**src/gcdc_pkg.sv**
```systemverilog
// Shared types, codes and the microcode table of the gcd and coprime check block.
package gcdc_pkg;

  localparam int DataWidth = 32;
  localparam int PcWidth   = 3;
  localparam int ShWidth   = $clog2(DataWidth);

  typedef enum logic [1:0] {
    StNotCoprime = 2'd0,
    StCoprime    = 2'd1,
    StInvalid    = 2'd2
  } status_e;

  typedef struct packed {
    logic signed [DataWidth-1:0] operand_a;
    logic signed [DataWidth-1:0] operand_b;
  } in_data_t;

  typedef struct packed {
    logic signed [DataWidth-1:0] gcd_value;
    logic [1:0]                  relation_status;
  } out_data_t;

  // Handshake from the top level into the gcd engine.
  typedef struct packed {
    logic start;
    logic ack;
  } eng_ctrl_t;

  typedef enum logic [2:0] {
    CondAlways,
    CondStart,
    CondBothEven,
    CondXEven,
    CondYZero,
    CondYEven,
    CondShNonzero,
    CondAck
  } cond_e;

  typedef enum logic [2:0] {
    ActNop,
    ActLoad,
    ActShrBoth,
    ActShrX,
    ActShrY,
    ActSub,
    ActShlX
  } act_e;

  typedef struct packed {
    cond_e              cond;
    act_e               act_t;
    logic [PcWidth-1:0] next_t;
    act_e               act_f;
    logic [PcWidth-1:0] next_f;
  } uword_t;

  localparam logic [PcWidth-1:0] PcCommon = 3'd0;
  localparam logic [PcWidth-1:0] PcOddX   = 3'd1;
  localparam logic [PcWidth-1:0] PcTest   = 3'd2;
  localparam logic [PcWidth-1:0] PcReduce = 3'd3;
  localparam logic [PcWidth-1:0] PcScale  = 3'd4;
  localparam logic [PcWidth-1:0] PcDone   = 3'd5;
  localparam logic [PcWidth-1:0] PcIdle   = 3'd6;
  localparam logic [PcWidth-1:0] PcSpare  = 3'd7;

  // Binary Euclid as a microprogram: strip common twos, make x odd,
  // reduce y by shift and subtract until zero, then restore the twos.
  function automatic uword_t ucode_rom(logic [PcWidth-1:0] pc);
    uword_t w;
    unique case (pc)
      PcIdle:   w = '{CondStart,     ActLoad,    PcCommon, ActNop, PcIdle};
      PcCommon: w = '{CondBothEven,  ActShrBoth, PcCommon, ActNop, PcOddX};
      PcOddX:   w = '{CondXEven,     ActShrX,    PcOddX,   ActNop, PcTest};
      PcTest:   w = '{CondYZero,     ActNop,     PcScale,  ActNop, PcReduce};
      PcReduce: w = '{CondYEven,     ActShrY,    PcReduce, ActSub, PcTest};
      PcScale:  w = '{CondShNonzero, ActShlX,    PcScale,  ActNop, PcDone};
      PcDone:   w = '{CondAck,       ActNop,     PcIdle,   ActNop, PcDone};
      default:  w = '{CondAlways,    ActNop,     PcIdle,   ActNop, PcIdle};
    endcase
    return w;
  endfunction

endpackage

```
**src/gcdc_engine.sv**
```systemverilog
// Microcoded binary Euclid engine: step counter, control store and shift-subtract datapath.
module gcdc_engine (
  input  logic                                clk_i,
  input  logic                                rst_ni,
  input  gcdc_pkg::eng_ctrl_t                 ctrl_i,
  input  logic [gcdc_pkg::DataWidth-1:0]      a_i,
  input  logic [gcdc_pkg::DataWidth-1:0]      b_i,
  output logic                                done_o,
  output logic [gcdc_pkg::DataWidth-1:0]      gcd_o
);

  logic [gcdc_pkg::PcWidth-1:0]   pc_q, pc_d;
  logic [gcdc_pkg::DataWidth-1:0] x_q, x_d, y_q, y_d;
  logic [gcdc_pkg::ShWidth-1:0]   sh_q, sh_d;
  gcdc_pkg::uword_t               uw;
  gcdc_pkg::act_e                 act;
  logic                           cond;
  logic                           x_gt_y;
  logic [gcdc_pkg::DataWidth-1:0] diff_xy, diff_yx;

  assign uw = gcdc_pkg::ucode_rom(pc_q);

  always_comb begin
    unique case (uw.cond)
      gcdc_pkg::CondAlways:    cond = 1'b1;
      gcdc_pkg::CondStart:     cond = ctrl_i.start;
      gcdc_pkg::CondBothEven:  cond = ~(x_q[0] | y_q[0]);
      gcdc_pkg::CondXEven:     cond = ~x_q[0];
      gcdc_pkg::CondYZero:     cond = (y_q == '0);
      gcdc_pkg::CondYEven:     cond = ~y_q[0];
      gcdc_pkg::CondShNonzero: cond = (sh_q != '0);
      gcdc_pkg::CondAck:       cond = ctrl_i.ack;
      default:                 cond = 1'b0;
    endcase
  end

  assign act     = cond ? uw.act_t : uw.act_f;
  assign pc_d    = cond ? uw.next_t : uw.next_f;
  assign x_gt_y  = (x_q > y_q);
  assign diff_xy = x_q - y_q;
  assign diff_yx = y_q - x_q;

  always_comb begin
    x_d  = x_q;
    y_d  = y_q;
    sh_d = sh_q;
    unique case (act)
      gcdc_pkg::ActNop: begin
      end
      gcdc_pkg::ActLoad: begin
        x_d  = a_i;
        y_d  = b_i;
        sh_d = '0;
      end
      gcdc_pkg::ActShrBoth: begin
        x_d  = x_q >> 1;
        y_d  = y_q >> 1;
        sh_d = sh_q + 1'b1;
      end
      gcdc_pkg::ActShrX: x_d = x_q >> 1;
      gcdc_pkg::ActShrY: y_d = y_q >> 1;
      gcdc_pkg::ActSub: begin
        // keep the smaller value in x, the difference in y
        if (x_gt_y) begin
          x_d = y_q;
          y_d = diff_xy;
        end else begin
          y_d = diff_yx;
        end
      end
      gcdc_pkg::ActShlX: begin
        x_d  = x_q << 1;
        sh_d = sh_q - 1'b1;
      end
      default: begin
      end
    endcase
  end

  always_ff @(posedge clk_i or negedge rst_ni) begin
    if (!rst_ni) begin
      pc_q <= gcdc_pkg::PcIdle;
    end else begin
      pc_q <= pc_d;
    end
  end

  always_ff @(posedge clk_i) begin
    x_q  <= x_d;
    y_q  <= y_d;
    sh_q <= sh_d;
  end

  assign done_o = (pc_q == gcdc_pkg::PcDone);
  assign gcd_o  = x_q;

endmodule

```
**src/gcd_and_coprime_check_top.sv**
```systemverilog
// Top level of the gcd and coprime check block: handshakes, special cases, result register.
// Equal, zero or negative operands bypass the engine; the result is stored at acceptance.
// Two unequal positive operands: data dependent, set by the microcode loop of the engine
//   (at most one shift or subtract per cycle).
// One item is in work at a time; the next transaction is accepted the cycle after the
//   result enters the output register, where it waits. Reset returns the control to idle.
module gcd_and_coprime_check_top (
  input  logic                 clk_i,
  input  logic                 rst_ni,
  input  logic                 in_valid_i,
  output logic                 in_ready_o,
  input  gcdc_pkg::in_data_t   in_data_i,
  output logic                 out_valid_o,
  input  logic                 out_ready_i,
  output gcdc_pkg::out_data_t  out_data_o
);

  localparam int W = gcdc_pkg::DataWidth;

  logic                 busy_q, busy_d;
  logic                 special_q;
  gcdc_pkg::out_data_t  spec_q, spec_d;
  logic                 out_valid_q, out_valid_d;
  gcdc_pkg::out_data_t  out_q, res;
  logic                 in_fire, a_pos, b_pos, equal, special;
  logic                 result_rdy, load_out;
  gcdc_pkg::eng_ctrl_t  eng_ctrl;
  logic                 eng_done;
  logic [W-1:0]         eng_gcd;

  assign in_ready_o = ~busy_q;
  assign in_fire    = in_valid_i & in_ready_o;

  assign equal   = (in_data_i.operand_a == in_data_i.operand_b);
  assign a_pos   = ~in_data_i.operand_a[W-1] & (in_data_i.operand_a != '0);
  assign b_pos   = ~in_data_i.operand_b[W-1] & (in_data_i.operand_b != '0);
  assign special = equal | ~a_pos | ~b_pos;

  always_comb begin
    if (equal) begin
      spec_d.gcd_value       = in_data_i.operand_a;
      spec_d.relation_status = gcdc_pkg::StNotCoprime;
    end else begin
      spec_d.gcd_value       = '1;
      spec_d.relation_status = gcdc_pkg::StInvalid;
    end
  end

  assign result_rdy = busy_q & (special_q | eng_done);
  assign load_out   = result_rdy & (~out_valid_q | out_ready_i);

  assign eng_ctrl.start = in_fire & ~special;
  assign eng_ctrl.ack   = load_out & ~special_q;

  gcdc_engine u_engine (
    .clk_i  (clk_i),
    .rst_ni (rst_ni),
    .ctrl_i (eng_ctrl),
    .a_i    (in_data_i.operand_a),
    .b_i    (in_data_i.operand_b),
    .done_o (eng_done),
    .gcd_o  (eng_gcd)
  );

  always_comb begin
    if (special_q) begin
      res = spec_q;
    end else begin
      res.gcd_value       = eng_gcd;
      res.relation_status = (eng_gcd == W'(1)) ? gcdc_pkg::StCoprime
                                               : gcdc_pkg::StNotCoprime;
    end
  end

  always_comb begin
    busy_d = busy_q;
    if (load_out) busy_d = 1'b0;
    if (in_fire)  busy_d = 1'b1;
    out_valid_d = out_valid_q;
    if (out_valid_q && out_ready_i) out_valid_d = 1'b0;
    if (load_out)                   out_valid_d = 1'b1;
  end

  always_ff @(posedge clk_i or negedge rst_ni) begin
    if (!rst_ni) begin
      busy_q      <= 1'b0;
      out_valid_q <= 1'b0;
    end else begin
      busy_q      <= busy_d;
      out_valid_q <= out_valid_d;
    end
  end

  always_ff @(posedge clk_i) begin
    if (in_fire) begin
      special_q <= special;
      spec_q    <= spec_d;
    end
    if (load_out) begin
      out_q <= res;
    end
  end

  assign out_valid_o = out_valid_q;
  assign out_data_o  = out_q;

`ifndef SYNTHESIS
  // the engine only finishes for an item that is still held
  a_done_busy: assert property (@(posedge clk_i) disable iff (!rst_ni)
    eng_done |-> busy_q)
    else $error("engine done without an item in work");

  a_accept_busy: assert property (@(posedge clk_i) disable iff (!rst_ni)
    in_fire |=> busy_q && !in_ready_o)
    else $error("accepted transaction not held");

  a_load_valid: assert property (@(posedge clk_i) disable iff (!rst_ni)
    load_out |=> out_valid_o)
    else $error("loaded result not presented");

  a_status_code: assert property (@(posedge clk_i) disable iff (!rst_ni)
    out_valid_o |-> (out_data_o.relation_status == gcdc_pkg::StNotCoprime ||
                     out_data_o.relation_status == gcdc_pkg::StCoprime ||
                     out_data_o.relation_status == gcdc_pkg::StInvalid))
    else $error("unused status code on output");
`endif

endmodule

```
**config.mk**
```make
export PLATFORM = sky130hd
export DESIGN_NAME = gcd_and_coprime_check_top
export DESIGN_NICKNAME = d
export VERILOG_FILES = /design/src/gcdc_pkg.sv /design/src/gcdc_engine.sv /design/src/gcd_and_coprime_check_top.sv
export SDC_FILE = /design/constraint.sdc
export NUM_CORES = 1
export LEC_CHECK = 0
export ABC_AREA = 1
export BUFFER_PORTS_ARGS = -buffer_cell sky130_fd_sc_hd__clkbuf_2
export CORE_MARGIN = 5
export CORE_UTILIZATION = 30
export DETAILED_ROUTE_END_ITERATION = 16
export GPL_TIMING_DRIVEN = 0
export PLACE_DENSITY_LB_ADDON = 0.08
export SYNTH_ARGS = -nofsm -noshare
export SYNTH_HDL_FRONTEND = slang
export SYNTH_SLANG_ARGS = --single-unit
```
**constraint.sdc**
```tcl
create_clock -name clk_i -period 3.7 [get_ports clk_i]
set_input_delay 0.37 -clock clk_i [delete_from_list [all_inputs] [get_ports clk_i]]
set_output_delay 0.37 -clock clk_i [all_outputs]
set_load 0.05 [all_outputs]
```
## Word level (Yosys, flattened, before mapping)

Cells that the tools add are included.

- Register bits after elaboration: 143
- Bits in latches: 0
- RAM bits: 0
- Memory bits (read-only): 0
- Bits of input ports: 68
- Output and inout bits: 36
- Logic and storage cells: 92
- Memories: 0

- Add/subtract/negate cells: 4
- Multipliers: 0
- Div/mod/pow operators: 0
- Magnitude comparators: 1
- Eq/ne operators: 22
- Shift-type cells: 0
- Multiplexer cells: 16
- Bitwise logic cells: 23
- Reduce and logical (&&, ||, !) cells: 15

Operators by type and width:

| operator | count |
|---|---|
| case mux 32 bit (4 select lines) | 1 |
| case mux 15 bit (7 select lines) | 1 |
| case mux 32 bit (3 select lines) | 1 |
| two-way mux 32 bit | 2 |
| nonzero test 32 bit | 2 |
| subtractor 32 bit | 2 |
| two-way mux 34 bit | 1 |
| equality test 32 x 1 -> 1 bit, second input constant | 1 |
| equality test 32 bit | 1 |
| > comparator 32 bit | 1 |
| zero test 32 bit | 1 |
| equality test 3 bit, second input constant | 10 |
| equality test 3 x 2 -> 1 bit, second input constant | 6 |
| case mux 5 bit (3 select lines) | 1 |
| NOT 1 bit | 11 |
| equality test 3 x 1 -> 1 bit, second input constant | 3 |
| case mux 1 bit (8 select lines) | 1 |
| AND 1 bit | 7 |
| zero test 3 bit | 2 |
| two-way mux 3 bit | 2 |
| nonzero test 3 bit | 2 |
| adder 5 x 1 -> 5 bit, second input constant | 1 |
| two-way mux 1 bit | 5 |
| OR 1 bit | 5 |
| other kinds (9) | 11 |

## Logic depth before layout (Yosys ltp)

- Word-level depth: 13
- Depth in mapped cells: 19
- Gate-level depth less buffers: 17

## By module

From an unflattened synthesis, not the netlist that was laid out.

- Cell total of the unflattened synthesis: 1,926
- Area, all modules: 12,624.6 um^2

Modules (own cells, without submodules):

| module | instances | cells an instance | area each (um^2) | seq. area each (um^2) |
|---|---|---|---|---|
| gcdc_engine | 1 | 1,527 | 9,039.9 | 2,149.6 |
| gcd_and_coprime_check_top | 1 | 399 | 3,584.7 | 2,092.0 |

## Worst setup path after synthesis

No wires, ideal clock.

- Kind: reg2reg
- Start: register u_engine.x_q, in the netlist u_engine.gcd_o[0]
- End: register u_engine.x_q, in the netlist u_engine.gcd_o[0], enable pin
- Setup time: 0.432 ns
- Arrival: 3.449 ns
- Slack: -0.181 ns
- Stages on the path, launching flop included: 18
- Path buffers: 1
- Clock period less this slack: 3.881 ns
- Path through: edfxtp_1 inv_1 ha_1 inv_1 fa_1 nand2_1 nand2_1 nand2_1 nand2_2 nand2_1 nand3_2 nand2_1 nand2_1 nand2_2 inv_2 buf_6 nor2_1 a21oi_1

- Longest elaborated chain between the ends: 8

RTL lines:

| element | line | RTL |
|---|---|---|
| from (decl) | gcdc_engine.sv:13 | `logic [gcdc_pkg::DataWidth-1:0] x_q, x_d, y_q, y_d;` |
| from (signal assigned) | gcdc_engine.sv:89 | `x_q <= x_d;` |
| parallel branches: the longest is 7 deep, another holds > comparator 32 bit | n/a |  |
| AND reduction 2 bit (no source line) * | n/a |  |

Every way passes the cells marked *.
A chain may end at the register's enable or synchronous reset.

## Worst setup path in the final report

- Start: register u_engine.x_q, in the netlist u_engine.gcd_o[0]
- End: register u_engine.y_q[20] in the netlist's numbering, data pin

- Longest elaborated chain between the ends: 7

RTL lines:

| element | line | RTL |
|---|---|---|
| parallel branches: the longest is 6 deep, another holds subtractor 32 bit | n/a |  |
| case mux 32 bit (3 select lines) * | gcdc_engine.sv:47 | `unique case (act)` |
| net u_engine.y_d (one bit) | gcdc_engine.sv:13 |  |
| to (signal assigned) | gcdc_engine.sv:90 | `y_q <= y_d;` |
| to (decl) | gcdc_engine.sv:13 |  |

Mark *: on every way through the listed nets, which the timed path passes.

==> results.yml <==
global_route:
  grt_max_degree: 35
  grt_pass1_vias: 11800
  antenna_found_initial: 0
  grt_overflow_total: 0
  grt_pass1_wl_um: 76400
  track_usage_pct: 22.9
yosys:
  synth_area_per_cell_um2: 6.86
  synth_nets: 1907
  ys_seq_elements: 142
  synth-seq-area-share_pct: 35.0
  synth_edf_count: 137
  syn-instance-count: 1769
  yosys_warnings: 0
  synth.area.top_cells: "edfxtp_1, nand2_1, inv_1, nand3_1, ha_1"
  synth.distinct_cells: 43
  synthArstFlopShare_pct: 3.52
  syn_area_mm2: 0.0121
  synth_top_area_share_pct: 33.9
  synth_area_leader_cell: "edfxtp_1"
  synthFlopType: "edfxtp_1"
clocking:
  ctsResizeCount: 0
  clk_latency_ns: 0.44
  clk_path_buf_depth: 2
  clk_pin_slew_ns: 0.07
  clockRootBuffer: "clkbuf_16"
  numCtsBuffers: 17
  cts-htree-levels: 4
  cts_tree: "built"
  cts.sinks: 142
finish:
  area_delta_synth_final_pct: 15.6
  final_common_cell: "nand2_1"
  fin_area_mm2: 0.0140
  finish.net_count: 2034
  mostFrequentLayoutCells: "nand2_1, inv_1, nand3_1"
  drive_gt1_share_pct: 10.5
  diodes: 0
timing:
  fin_crit_sh_pct: 95.6
  hold_viol: 0
  grt_setup_unrepaired: "false"
  slew_violations: 0
  finalSetupViolCount: 0
  tightest_slew_ns: 0.884
  relSlewSlack_pct: 40.8
  clock-skew-final_ns: 0.0119
  fmax_mhz: 283
  finalSetupTns_ns: 0
  fin_crit_ns: 3.54
floorplanning:
  dieArea_mm2: 0.0445
  num_io_pins: 104
  die_x_um: 211
  initial_core_util_pct: 30.5
  core_mm2: 0.0398
  std_cell_rows: 73
  fp.dieH_um: 211
routing:
  routed_wl_um: 51500
  vias_per_cell: 4.97
  first_pass_iters: 7
  drtIter0Drc: 999
  remaining_drc_errors: 0
  ant_nets: 0
  avgRoutedWirePerCell_um: 21.1
  routed-via-count: 12100
worst_setup_path:
  start_kind: "register"
  r2r_start: "u_engine.gcd_o[0]$_DFFE_PP_"
  critPathKind: "register to register"
  critical_path_required_ns: 3.87
  worstPathMaxFanout: 10
  end_kind: "register"
  cp.arrival_ns: 3.70
  startpoint: "u_engine.gcd_o[0]$_DFFE_PP_"
min_path:
  hold_class: "input pin to register"
  min_from: "in_valid_i"
place:
  gp_congestion: 0.955
  dp_hpwl_um: 42700
  numPortBuffers: 103
  dpl_cell_area_mm2: 0.0134
power:
  p_per_area_mw_per_mm2: 963
  p_total_uw: 13500
  p_leak_uw: 0.00665
  ir_drop_uv: 368
run_status:
  outcome: "finished, final reports clean"
job:
  drv_cap: 0
==> path summary, 6_finish.rpt <==
path                                               endpoint  slack (ns)  cells past startpoint
worst min register to register  out_data_o[1]$_SDFFCE_PN0P_        0.51                      2
worst max-delay path             u_engine.y_q[20]$_DFFE_PP_        0.16                     17
min in group asynchronous                busy_q$_DFFE_PN0P_        0.27                      2
worst min-delay path                     busy_q$_DFFE_PN0P_        0.15                      3
worst max register to register   u_engine.y_q[20]$_DFFE_PP_        0.16                     17
max in group asynchronous        u_engine.pc_q[2]$_DFF_PN1_        3.20                      2
==> worst max-delay path, cell delays in order (launching register included) <==
cell	delay [ns]
edfxtp_1	0.53
inv_1	0.20
ha_1	0.26
inv_1	0.11
fa_1	0.44
nand2_1	0.09
nand2_1	0.18
nand2_1	0.13
nand2_2	0.10
nand2_1	0.09
nand3_2	0.08
nand2_1	0.07
nand2_1	0.06
nand2_2	0.12
buf_2	0.32
nand2_1	0.10
nand3_1	0.24
nand3_1	0.12
==> metal layers <==
layer  vias to the layer above  wire length [µm]  global-route usage (%)
met5                         -                 0                       0
met2                       398             23700                    37.7
met1                      5667             23200                    31.4
li1                       5980                 -                       -
met4                         0              1130                    5.57
met3                        60              3490                    4.13
==> metrics by stage <==
| step | utilization [%] | cells | worst slack, ns | hold slack, ns |
|---|---|---|---|---|
| 2_1_floorplan | - | 1769 | 0.536 | 0.0744 |
| 5_1_grt | 35.2 | 2434 | 0.0293 | 0.148 |
| 3_3_place_gp | 33.4 | 2397 | -0.983 | 0.199 |
| 3_5_place_dp | 33.6 | 2399 | -0.0982 | 0.199 |
| 6_report | 35.2 | 2434 | 0.164 | 0.151 |
| 4_1_cts | 35.1 | 2433 | 0.214 | 0.144 |
==> what timing repair did <==
action / 4_1_cts / 5_1_grt
hold endpoints to repair: 5 / 0
hold buffers: 1 / 0
buffers inserted: 1 / 0
endpoints found under the setup margin: 20 / 0
==> synthesized netlist by cell type, drive strengths merged, types with 4 or more instances <==
library cell  instances
nand4                46
a21boi                4
nand3               195
xnor2                33
o21ai                74
a21o                  4
nand2               593
nor2                138
xor2                 27
o22ai                22
a21oi                70
buf                  28
clkbuf               19
inv                 280
ha                   67
edfxtp              137
o21bai                6
nor4                  6
==> power breakdown <==
group	internal (µW)	switching [µW]
sequential	2520	391
clock	1010	759
combinational	2520	6300
total	6050	7450
==> logic make-up after synthesis <==
logic type,share of synthesized area (%)
buf+inv,10.7
flops,35.0
fa+ha+maj,7.41
compound gates,8.20
xor+xnor,4.33
simple gates,34.4
==> state kept, by name, summed over array words and instances (netlist names) <==
signal / count
busy_q: 1
out_data_o: 34
out_valid_o: 1
spec_q: 33
special_q: 1
u_engine.gcd_o: 32
u_engine.pc_q: 3
u_engine.sh_q: 5
u_engine.y_q: 32
==> final cells by class <==
| cell class | instances | area [µm²] |
|---|---|---|
| buffer | 47 | 244 |
| clock buffer | 19 | 433 |
| clock inverter | 13 | 153 |
| fill | 4414 | 25800 |
| inverter | 280 | 1050 |
| multi-input combinational | 1300 | 6620 |
| sequential | 142 | 4240 |
| tap | 525 | 657 |
| timing repair buffer | 108 | 621 |
No activity file was read; power rests on OpenSTA's default activity.
